===== src/hw/rtl/maad_pkg.sv =====
`timescale 1ns / 1ps
// shared types, constants and register codes of the moving average alert detector
package maad_pkg;

    localparam int WINDOW        = 10;
    localparam int PRESET_SAMPLE = 5700;
    localparam int MIN_MATCHES   = 2;
    localparam int NUM_NBR       = 4;

    localparam int DATA_W  = 16;
    localparam int COUNT_W = 3;
    localparam int SUM_W   = DATA_W + $clog2(WINDOW);
    localparam int SLOT_W  = (WINDOW > 1) ? $clog2(WINDOW) : 1;

    // divide by WINDOW as multiply by a rounded-up reciprocal, exact for SUM_W-bit sums
    localparam int      DIV_SHIFT = SUM_W + $clog2(WINDOW);
    localparam int      RECIP_W   = DIV_SHIFT + 1 - $clog2(WINDOW);
    localparam longint  DIV_RECIP = ((64'd1 << DIV_SHIFT) + WINDOW - 1) / WINDOW;
    localparam int      PROD_W    = SUM_W + RECIP_W;

    localparam logic [DATA_W-1:0] SAMPLE_PRESET = DATA_W'(PRESET_SAMPLE);
    localparam logic [SUM_W-1:0]  SUM_PRESET    = SUM_W'(WINDOW * PRESET_SAMPLE);

    // configuration registers
    localparam int ADDR_W = 3;
    localparam logic REG_THRESHOLD = 1'b0;
    localparam logic REG_TOLERANCE = 1'b1;
    localparam logic [DATA_W-1:0] THRESHOLD_RESET = 16'd6000;
    localparam logic [DATA_W-1:0] TOLERANCE_RESET = 16'd100;

    typedef struct packed {
        logic [DATA_W-1:0] reading;
        logic [DATA_W-1:0] left_value;
        logic [DATA_W-1:0] right_value;
        logic [DATA_W-1:0] up_value;
        logic [DATA_W-1:0] down_value;
        logic [3:0]        neighbour_present;
    } t_in_word;

    typedef struct packed {
        logic [DATA_W-1:0]  average;
        logic               above_threshold;
        logic [COUNT_W-1:0] matched_count;
        logic               alert;
    } t_out_word;

    // neighbour set carried down the pipeline, index 0 left, 1 right, 2 up, 3 down
    typedef struct packed {
        logic [NUM_NBR-1:0][DATA_W-1:0] values;
        logic [NUM_NBR-1:0]             present;
    } t_nbr_set;

endpackage


===== src/hw/rtl/moving_average_alert_detector.sv =====
`timescale 1ns / 1ps
// top level: three-stage moving average alert detector with config port
// an accepted word moves through the stage 1, stage 2 and stage 3 registers in order to the output
// throughput: one word per cycle, held only by output stall through the pipeline
// stage 1 is the ring and running sum, stage 2 the reciprocal multiply, stage 3 the lanes
// reset: synchronous active low, ring preset to 5700, sum to window times 5700,
// threshold 6000, tolerance 100, all pipeline stages empty
module moving_average_alert_detector (
    input  logic                           i_clk,
    input  logic                           i_rst_n,

    // input channel
    input  logic                           i_in_valid,
    input  maad_pkg::t_in_word             i_in_word,
    output logic                           o_in_stall,

    // result channel
    output logic                           o_out_valid,
    output maad_pkg::t_out_word            o_out_word,
    input  logic                           i_out_stall,

    // config port
    input  logic                           psel,
    input  logic                           penable,
    input  logic                           pwrite,
    input  logic [maad_pkg::ADDR_W-1:0]    paddr,
    input  logic [31:0]                    pwdata,
    output logic [31:0]                    prdata,
    output logic                           pready
);

    // config registers
    logic [maad_pkg::DATA_W-1:0] r_threshold;
    logic [maad_pkg::DATA_W-1:0] r_tolerance;
    logic                        cfg_write;
    logic                        reg_sel;

    // pipeline control: each stage moves when the next one is empty or moving
    logic r_v1;
    logic r_v2;
    logic r_v3;
    logic en1;
    logic en2;
    logic en3;
    logic accept;

    // neighbour payload per stage
    maad_pkg::t_nbr_set r_nbr1;
    maad_pkg::t_nbr_set r_nbr2;
    maad_pkg::t_nbr_set in_nbr;

    logic [maad_pkg::SUM_W-1:0]   sum;
    logic [maad_pkg::DATA_W-1:0]  average;
    logic [maad_pkg::NUM_NBR-1:0] match;
    maad_pkg::t_out_word          merged;
    maad_pkg::t_out_word          r_out;

    // ---------------------------------------------------------------- config port
    assign pready    = 1'b1;
    assign reg_sel   = paddr[2];
    assign cfg_write = psel && penable && pwrite && pready;

    always_ff @(posedge i_clk) begin
        if (!i_rst_n) begin
            r_threshold <= maad_pkg::THRESHOLD_RESET;
            r_tolerance <= maad_pkg::TOLERANCE_RESET;
        end else if (cfg_write) begin
            case (reg_sel)
                maad_pkg::REG_THRESHOLD: begin
                    r_threshold <= pwdata[maad_pkg::DATA_W-1:0];
                end
                maad_pkg::REG_TOLERANCE: begin
                    r_tolerance <= pwdata[maad_pkg::DATA_W-1:0];
                end
                default: begin
                end
            endcase
        end
    end

    always_comb begin
        case (reg_sel)
            maad_pkg::REG_THRESHOLD: prdata = 32'(r_threshold);
            maad_pkg::REG_TOLERANCE: prdata = 32'(r_tolerance);
            default:                 prdata = '0;
        endcase
    end

    // ---------------------------------------------------------------- flow control
    assign en3        = !r_v3 || !i_out_stall;
    assign en2        = !r_v2 || en3;
    assign en1        = !r_v1 || en2;
    assign o_in_stall = !en1;
    assign accept     = i_in_valid && en1;

    always_ff @(posedge i_clk) begin
        if (!i_rst_n) begin
            r_v1 <= 1'b0;
            r_v2 <= 1'b0;
            r_v3 <= 1'b0;
        end else begin
            if (en1) begin
                r_v1 <= i_in_valid;
            end
            if (en2) begin
                r_v2 <= r_v1;
            end
            if (en3) begin
                r_v3 <= r_v2;
            end
        end
    end

    // ---------------------------------------------------------------- stage 1: ring and sum
    // the sum register holds the sum for the word sitting in stage 1; it only moves on accept
    maad_window u_window (
        .i_clk     (i_clk),
        .i_rst_n   (i_rst_n),
        .i_load    (accept),
        .i_reading (i_in_word.reading),
        .o_sum     (sum)
    );

    always_comb begin
        in_nbr.values[0] = i_in_word.left_value;
        in_nbr.values[1] = i_in_word.right_value;
        in_nbr.values[2] = i_in_word.up_value;
        in_nbr.values[3] = i_in_word.down_value;
        in_nbr.present   = i_in_word.neighbour_present;
    end

    always_ff @(posedge i_clk) begin
        if (accept) begin
            r_nbr1 <= in_nbr;
        end
        if (en2) begin
            r_nbr2 <= r_nbr1;
        end
    end

    // ---------------------------------------------------------------- stage 2: mean
    maad_divide u_divide (
        .i_clk     (i_clk),
        .i_en      (en2),
        .i_sum     (sum),
        .o_average (average)
    );

    // ---------------------------------------------------------------- stage 3: lanes and merge
    for (genvar g = 0; g < maad_pkg::NUM_NBR; g++) begin : g_lane
        maad_lane u_lane (
            .i_value     (r_nbr2.values[g]),
            .i_present   (r_nbr2.present[g]),
            .i_average   (average),
            .i_tolerance (r_tolerance),
            .o_match     (match[g])
        );
    end

    maad_merge u_merge (
        .i_match     (match),
        .i_average   (average),
        .i_threshold (r_threshold),
        .o_word      (merged)
    );

    always_ff @(posedge i_clk) begin
        if (en3) begin
            r_out <= merged;
        end
    end

    assign o_out_valid = r_v3;
    assign o_out_word  = r_out;

    // ---------------------------------------------------------------- assertions
    a_empty_after_reset: assert property (@(posedge i_clk)
        $past(!i_rst_n) |-> !o_out_valid)
        else $error("result valid right after reset");

    a_accept_fills_stage1: assert property (@(posedge i_clk) disable iff (!i_rst_n)
        (i_in_valid && !o_in_stall) |=> r_v1)
        else $error("accepted word lost before stage 1");

    a_count_range: assert property (@(posedge i_clk) disable iff (!i_rst_n)
        o_out_valid |-> (o_out_word.matched_count <= 3'd4))
        else $error("matched count above neighbour count");

    a_alert_cause: assert property (@(posedge i_clk) disable iff (!i_rst_n)
        (o_out_valid && o_out_word.alert) |->
            (o_out_word.above_threshold && (o_out_word.matched_count >= 3'd2)))
        else $error("alert without threshold and matches");

endmodule


===== src/hw/rtl/maad_window.sv =====
`timescale 1ns / 1ps
// sample ring, write slot and running window sum
module maad_window (
    input  logic                          i_clk,
    input  logic                          i_rst_n,
    input  logic                          i_load,
    input  logic [maad_pkg::DATA_W-1:0]   i_reading,
    output logic [maad_pkg::SUM_W-1:0]    o_sum
);

    logic [maad_pkg::DATA_W-1:0] r_ring [maad_pkg::WINDOW];
    logic [maad_pkg::SLOT_W-1:0] r_slot;
    logic [maad_pkg::SLOT_W-1:0] n_slot;
    logic [maad_pkg::SUM_W-1:0]  r_sum;
    logic [maad_pkg::SUM_W-1:0]  n_sum;

    always_comb begin
        n_sum = r_sum - maad_pkg::SUM_W'(r_ring[r_slot]) + maad_pkg::SUM_W'(i_reading);
        if (r_slot == maad_pkg::SLOT_W'(maad_pkg::WINDOW - 1)) begin
            n_slot = '0;
        end else begin
            n_slot = r_slot + maad_pkg::SLOT_W'(1);
        end
    end

    always_ff @(posedge i_clk) begin
        if (!i_rst_n) begin
            for (int i = 0; i < maad_pkg::WINDOW; i++) begin
                r_ring[i] <= maad_pkg::SAMPLE_PRESET;
            end
            r_slot <= '0;
            r_sum  <= maad_pkg::SUM_PRESET;
        end else if (i_load) begin
            r_ring[r_slot] <= i_reading;
            r_slot         <= n_slot;
            r_sum          <= n_sum;
        end
    end

    assign o_sum = r_sum;

endmodule


===== src/hw/rtl/maad_divide.sv =====
`timescale 1ns / 1ps
// registered divide of the window sum by the window length
module maad_divide (
    input  logic                          i_clk,
    input  logic                          i_en,
    input  logic [maad_pkg::SUM_W-1:0]    i_sum,
    output logic [maad_pkg::DATA_W-1:0]   o_average
);

    localparam logic [maad_pkg::RECIP_W-1:0] RECIP = maad_pkg::RECIP_W'(maad_pkg::DIV_RECIP);

    logic [maad_pkg::PROD_W-1:0] product;
    logic [maad_pkg::DATA_W-1:0] r_average;

    assign product = maad_pkg::PROD_W'(i_sum) * maad_pkg::PROD_W'(RECIP);

    always_ff @(posedge i_clk) begin
        if (i_en) begin
            r_average <= product[maad_pkg::DIV_SHIFT +: maad_pkg::DATA_W];
        end
    end

    assign o_average = r_average;

endmodule


===== src/hw/rtl/maad_lane.sv =====
`timescale 1ns / 1ps
// one neighbour compare lane
module maad_lane (
    input  logic [maad_pkg::DATA_W-1:0] i_value,
    input  logic                        i_present,
    input  logic [maad_pkg::DATA_W-1:0] i_average,
    input  logic [maad_pkg::DATA_W-1:0] i_tolerance,
    output logic                        o_match
);

    logic [maad_pkg::DATA_W-1:0] diff;

    // absolute difference, zero difference is not a match
    assign diff    = (i_value > i_average) ? (i_value - i_average) : (i_average - i_value);
    assign o_match = i_present && (diff != '0) && (diff < i_tolerance);

endmodule


===== src/hw/rtl/maad_merge.sv =====
`timescale 1ns / 1ps
// merges the lane matches with the threshold compare into a result word
module maad_merge (
    input  logic [maad_pkg::NUM_NBR-1:0] i_match,
    input  logic [maad_pkg::DATA_W-1:0]  i_average,
    input  logic [maad_pkg::DATA_W-1:0]  i_threshold,
    output maad_pkg::t_out_word          o_word
);

    logic [maad_pkg::COUNT_W-1:0] count;
    logic                         above;

    always_comb begin
        count = '0;
        for (int i = 0; i < maad_pkg::NUM_NBR; i++) begin
            count = count + maad_pkg::COUNT_W'(i_match[i]);
        end
        above = i_average > i_threshold;

        o_word.average         = i_average;
        o_word.above_threshold = above;
        o_word.matched_count   = count;
        o_word.alert           = above && (count >= maad_pkg::COUNT_W'(maad_pkg::MIN_MATCHES));
    end

endmodule


===== config.mk =====
export PLATFORM = sky130hd
export DESIGN_NAME = moving_average_alert_detector
export DESIGN_NICKNAME = d
export VERILOG_FILES = /design/src/hw/rtl/maad_pkg.sv /design/src/hw/rtl/moving_average_alert_detector.sv /design/src/hw/rtl/maad_window.sv /design/src/hw/rtl/maad_divide.sv /design/src/hw/rtl/maad_lane.sv /design/src/hw/rtl/maad_merge.sv
export SDC_FILE = /design/constraint.sdc
export NUM_CORES = 1
export LEC_CHECK = 0
export ABC_AREA = 1
export BUFFER_PORTS_ARGS = -buffer_cell sky130_fd_sc_hd__buf_2
export CAP_MARGIN = 20
export CORE_MARGIN = 10
export CORE_UTILIZATION = 35
export DETAILED_ROUTE_END_ITERATION = 8
export GPL_TIMING_DRIVEN = 0
export PLACE_DENSITY = 0.54
export SLEW_MARGIN = 5
export SYNTH_ARGS = -nofsm -noshare
export SYNTH_HDL_FRONTEND = slang
export SYNTH_SLANG_ARGS = --single-unit

===== constraint.sdc =====
create_clock -name i_clk -period 13.27 [get_ports i_clk]
set_input_delay 3.3175 -clock i_clk [delete_from_list [all_inputs] [get_ports i_clk]]
set_output_delay 3.3175 -clock i_clk [all_outputs]
set_load 0.02 [all_outputs]

== Word level (Yosys, flattened, before mapping) ==
Memories as Yosys holds them, arrays and structs flattened. A register that Yosys moved wholly into a read port is not among the register bits.
Cells that the tools add are included.

* Eq/ne operators: 1
* Reductions and logical operators: 27
* $lt $le $gt $ge: 10
* Shift operators: 0
* Multiply operators: 1
* Divide/modulo/power cells: 0
* Mux-type cells: 15
* Add/subtract/negate cells: 14
* Bitwise gates (word level): 1

{| class="wikitable"
|+ Operators by type and width
! operator !! count
|-
| subtractor 16 bit || 8
|-
| greater-than comparator 16 bit || 5
|-
| two-way mux 16 bit || 5
|-
| less-than comparator 16 bit || 4
|-
| one-hot mux 32 bit (2 select lines) || 1
|-
| nonzero test 16 bit || 4
|-
| multiplier 20 x 20 -> 39 bit, second input constant || 1
|-
| adder 20 x 16 -> 20 bit || 1
|-
| subtractor 20 x 16 -> 20 bit || 1
|-
| two-way mux 4 bit || 4
|-
| OR reduction 16 bit || 1
|-
| logical AND 1 bit || 12
|-
| adder 3 x 1 -> 3 bit || 2
|-
| logical NOT 1 bit || 5
|-
| two-way mux 1 bit || 5
|-
| adder 4 x 1 -> 4 bit, second input constant || 1
|-
| == test 4 bit, second input constant || 1
|-
| AND reduction 2 bit || 2
|-
| >= comparator 3 x 2 -> 1 bit, second input constant || 1
|-
| logical OR 1 bit || 3
|-
| adder 1 x 1 -> 2 bit || 1
|-
| inverter 1 bit || 1
|}

* Output and inout port bits: 56
* Latch bits: 0
* Memories: 1
* Bits in read-only memories: 0
* Register bits: 232
* Memory bits (writable): 160
* Word-level logic and storage cells: 92

{| class="wikitable"
|+ Memory list
! name !! words !! width !! read ports !! clocked after memory_dff !! write ports !! line !! RTL
|-
| u_window.r_ring || 10 || 16 || 1 || 1 || 10 || maad_window.sv:11 || <nowiki>logic [maad_pkg::DATA_W-1:0] r_ring [maad_pkg::WINDOW];</nowiki>
|}

== Longest topological paths before layout ==
* Depth in word-level cells: 10
* Gate-level depth with buffers: 31
* Gate-level depth less buffers: 29

== By module ==
From an unflattened synthesis, not the netlist that was laid out.

* Cell total of the unflattened synthesis: 5,020
* Area total of the unflattened synthesis: 40,435.0 µm²

{| class="wikitable"
|+ By module, submodules not included
! module !! cells each !! area an instance (µm²) !! instances !! sequential area each (µm²)
|-
| maad_window || 1,331 || 13,790.7 || 1 || 8,247.9
|-
| maad_divide || 1,050 || 8,520.7 || 1 || 480.5
|-
| moving_average_alert_detector || 425 || 6,418.7 || 1 || 5,415.2
|-
| maad_lane (g_lane[2].u_lane ...) || 526 || 2,741.4 || 2 || 0.0
|-
| maad_lane (g_lane[1].u_lane) || 531 || 2,785.2 || 1 || 0.0
|-
| maad_lane (g_lane[0].u_lane) || 531 || 2,781.4 || 1 || 0.0
|-
| maad_merge || 100 || 655.6 || 1 || 0.0
|}

== Worst setup path after synthesis ==
Ideal clock, no wire load.

* Kind: in2out
* Start point: input i_out_stall
* End point: output o_in_stall
* Stages on the path: 4
* Arrival time: 4.834 ns
* Setup slack: 5.118 ns
* Required time: 9.952 ns
* Cells stage by stage: nand2_2 nor2_1 inv_2 nor2_4

* Cells in the longest elaborated chain, start to end: 5

{| class="wikitable"
|+ RTL lines
! element !! line !! RTL
|-
| start: declaration || moving_average_alert_detector.sv:20 || <nowiki>input logic i_out_stall,</nowiki>
|-
| logical NOT 1 bit || moving_average_alert_detector.sv:90 || <nowiki>assign en3 = !r_v3 || !i_out_stall;</nowiki>
|-
| logical OR 1 bit || moving_average_alert_detector.sv:90 ||
|-
| logical OR 1 bit || moving_average_alert_detector.sv:91 || <nowiki>assign en2 = !r_v2 || en3;</nowiki>
|-
| net en2 || moving_average_alert_detector.sv:43 || <nowiki>logic en2;</nowiki>
|-
| logical OR 1 bit || moving_average_alert_detector.sv:92 || <nowiki>assign en1 = !r_v1 || en2;</nowiki>
|-
| logical NOT 1 bit || moving_average_alert_detector.sv:93 || <nowiki>assign o_in_stall = !en1;</nowiki>
|-
| end: declaration || moving_average_alert_detector.sv:15 || <nowiki>output logic o_in_stall,</nowiki>
|}

The timed path passes the listed nets, and every way through them passes these cells.

== Worst setup path after layout ==
* Start point: input i_out_stall
* End point: output o_in_stall

* Cells in the longest elaborated chain, start to end: 5

{| class="wikitable"
|+ RTL lines
! element !! line !! RTL
|-
| logical NOT 1 bit || moving_average_alert_detector.sv:90 ||
|-
| logical OR 1 bit || moving_average_alert_detector.sv:90 ||
|-
| net en3 || moving_average_alert_detector.sv:44 || <nowiki>logic en3;</nowiki>
|-
| logical OR 1 bit || moving_average_alert_detector.sv:91 ||
|-
| net en2 || moving_average_alert_detector.sv:43 ||
|-
| logical OR 1 bit || moving_average_alert_detector.sv:92 ||
|-
| logical NOT 1 bit || moving_average_alert_detector.sv:93 ||
|}

The timed path passes the listed nets, and every way through them passes these cells.

==> flow_metrics.py <==
metrics = {
    "drt": {
        "firstDrtPassIters": 8,
        "wl_mm": 128,
        "num_vias": 30800,
        "via_per_inst": 5.07,
        "antenna_left": 0,
        "drc": 0,
        "wire_per_inst_um": 21.1,
        "dr.first_iter.drc_count": 2837,
    },
    "final_layout": {
        "num-nets-final": 5326,
        "fill_cells": 10800,
        "area.growth.synth_to_final_pct": 12.4,
        "layout-drive-gt1-share_pct": 8.63,
    },
    "yosys": {
        "syn_area_per_cell_sq_um": 8.62,
        "synthCells": 4394,
        "yosysWarningCount": 0,
        "synth_area_sq_um": 37900,
        "ys_types": 58,
        "ys_seq_elements": 492,
        "yosysSeqAreaShare_pct": 37.3,
    },
    "timing": {
        "min_period_ns": 8.15,
        "setup_viol": 0,
        "fin_skew_ns": 0.0595,
        "maxSlewViolCount": 0,
        "hold_violations": 0,
        "min_period_over_period_pct": 61.4,
        "max_freq_ghz": 0.123,
        "tns_ns": 0,
        "tightest_slew_ns": 1.11,
        "rsz0062_at_grt": "no",
        "relSlewSlack_pct": 25.9,
    },
    "grt": {
        "grt_use_met1_pct": 28.6,
        "grt_antenna_before_repair": 8,
        "grtUsageTotal_pct": 20.6,
        "use_met2_pct": 33.0,
        "grt_pass1_vias": 29700,
        "grt_overflow_total": 0,
        "busiest_layer": "met2",
        "gr-usage-met3_pct": 2.60,
        "grt_pass1_wl_mm": 188,
        "grt_max_degree": 60,
    },
    "cts": {
        "ctsHoldBuffers": 0,
        "cts_tree": "yes",
        "cts_buffer_depth": 3,
        "clk_pin_slew_ns": 0.07,
        "post_cts.repair.setup_buffers": 0,
        "cts_resized": 0,
        "clkLatencyLatePin_ns": 0.69,
        "cts-root-buf": "clkbuf_16",
        "cts.sinks": 492,
        "ctsHtreeMaxLevel": 2,
        "cts_buffers": 55,
    },
    "critical_path": {
        "worst-endpoint-required_ns": 9.95,
        "path_class": "primary input to output pin",
        "arrival_ns": 4.83,
        "reg2reg_depth": 23,
        "endpoint": "o_in_stall",
        "start_kind": "primary input",
        "crit_family": "simple AND/OR/NAND/NOR gates",
        "worstPathMaxFanout": 28,
        "crit_cells": 6,
        "r2r_setup_slack_ns": 7.18,
        "slowest_delay_ns": 0.38,
        "crit_buf_inv": 3,
        "startpoint": "i_out_stall",
        "worstReg2RegStart": "u_window.o_sum[17]",
        "crit_path_end_kind": "output pin",
        "crit_top_cell": "buf_2",
        "r2r_end": "u_divide.o_average[14]",
        "worstPathCellList": "buf_2 -> nand2_2 -> nor2_1 -> inv_4 -> nor2_4 -> buf_2",
        "slowest_stage": "nand2_2",
    },
    "floorplanning": {
        "initial_core_util_pct": 35.3,
        "design.die.area_sq_um": 122000,
        "rows": 120,
        "core-area_sq_um": 107000,
        "die_w_um": 349,
        "die-height_um": 349,
        "io_pins": 182,
    },
    "placed_design": {
        "place.gp.congestion": 0.945,
        "hpwlAfterDp_mm": 100,
        "io_buffers": 145,
    },
    "outcome": {
        "outcome": "complete, no violations",
    },
    "worst_hold_path": {
        "hold_path_class": "register to register",
        "whs_path_depth": 0,
    },
    "flow_run": {
        "cap_violations": 0,
    },
}
-- layout by cell type, fill, tap and decap left out, drive strengths merged, types with 2 or more instances in the layout --
cell	netlist	final
a21boi	4	4
diode	0	2
o22ai	9	9
xnor2	22	22
o21bai	14	14
conb	2	17
or2	3	3
a31oi	9	9
o211ai	64	64
bufinv	0	5
edfxtp	429	429
nand4	47	47
a22oi	2	2
mux2i	64	64
nand3	198	198
and2	8	8
a21o	16	16
o21ai	216	216
nor3	27	27
buf	64	224
fa	154	154
ha	420	420
nand3b	4	4
a21oi	260	260
clkbuf	45	118
nor2	340	340
nand2	1000	1000
dfxtp	63	63
a211oi	12	12
clkinv	2	26
inv	818	819
o21a	5	5
xor2	67	67
-- worst register-to-register path, cell delays in order, from the launching register on --
cell	delay, ns
dfxtp_1	0.47
inv_1	0.21
ha_1	0.40
inv_1	0.27
fa_1	0.51
ha_1	0.30
inv_1	0.05
fa_1	0.49
inv_1	0.06
fa_1	0.50
fa_1	0.49
inv_1	0.05
fa_1	0.47
inv_1	0.05
ha_1	0.30
nand2_1	0.10
nor2_1	0.15
inv_1	0.08
nor2_1	0.11
nand2_1	0.06
o21ai_0	0.44
nand3_1	0.16
nand2_1	0.11
xor2_1	0.06
-- cell usage after synthesis (all sizes together) --
cell type     n  area (sq um)
clkbuf       45           174
mux2i        64           641
clkinv        2          8.75
a211oi       12          90.1
o21a          5          37.5
nor3         27           140
nor4          1          6.26
o211a         1          10.0
a22oi         2          15.0
nor2        340          1470
edfxtp      429         12900
o22ai         9          56.3
nand4        47           309
and2          8          55.1
a311oi        1          8.76
a21boi        4          30.0
nor3b         1          7.51
nand3b        4          30.0
a21oi       260          1320
nand2      1000          3850
a31oi         9          56.3
a21o         16           120
ha          420          5260
fa          154          3080
xor2         67           587
o221ai        1          8.76
a221oi        1          8.76
o21bai       14           105
conb          2          7.51
inv         818          3070
o211ai       64           480
buf          64           412
o21ai       216          1080
or2           3          18.8
dfxtp        63          1260
nand3       198          1010
xnor2        22           193
-- flip-flops by register name, summed over array words and instances (netlist names), 4 cells and up, named ones only --
signal / flops
r_tolerance: 16
r_nbr2: 68
o_out_word: 21
u_window.o_sum: 20
u_window.r_slot: 4
r_nbr1: 68
u_window.r_ring: 256
r_threshold: 16
u_divide.o_average: 16
-- area by class of cell --
class | instances | area, sq um | share of cell area (%)
inverter | 820 | 3080 | 7.24
multi-input combinational | 2988 | 20200 | 47.4
timing repair buffer | 160 | 948 | 2.23
buffer | 109 | 586 | 1.37
antenna | 2 | 5.00 | 0.0118
tap | 1403 | 1760 | 4.12
clock inverter | 30 | 353 | 0.828
clock buffer | 73 | 1550 | 3.63
sequential | 492 | 14100 | 33.2
-- routing by layer --
| layer | wire (um) | part of all wire (%) |
|---|---|---|
| met2 | 57400 | 45 |
| met1 | 57000 | 44 |
| met5 | 0 | 0 |
| met3 | 9250 | 7.2 |
| met4 | 4480 | 3.5 |
-- how the worst min path moves through the flow --
stage | from | end
2_1_floorplan | r_nbr1[0] | r_nbr2[0]
3_3_place_gp | r_nbr1[10] | r_nbr2[10]
3_5_place_dp | r_nbr1[26] | r_nbr2[26]
4_1_cts | r_nbr1[17] | r_nbr2[17]
5_1_grt | r_nbr1[51] | r_nbr2[51]
6_report | r_nbr1[54] | r_nbr2[54]
-- cells by family (layout without fill, tap and decap cells) --
| kind of cell | after synthesis | in the layout | synth area share, % |
|---|---|---|---|
| adders and majority gates | 574 | 574 | 22.0 |
| buffers and inverters | 929 | 1192 | 9.68 |
| and+or+nand+nor | 1629 | 1629 | 18.2 |
| AOI/OAI and AO/OA | 615 | 615 | 9.05 |
| muxes | 64 | 64 | 1.69 |
| xor gates and xnor gates | 89 | 89 | 2.06 |
| DFF | 492 | 492 | 37.3 |
| other | 2 | 19 | 0.0198 |
-- stage by stage --
step	util, %	hold slack (ns)	worst slack (ns)	std cells	cell area (sq um)
3_5_place_dp	37.9	0.405	5.04	5972	40700
4_1_cts	39.7	0.412	5.04	6075	42600
3_3_place_gp	37.7	0.404	1.85	5957	40400
5_1_grt	39.7	0.419	4.94	6075	42600
2_1_floorplan	-	0.400	5.12	4409	38000
6_report	39.7	0.413	5.12	6077	42600
Power is not shown: default switching activity piles up to over one toggle a cycle in this logic, so the estimate is an artifact.
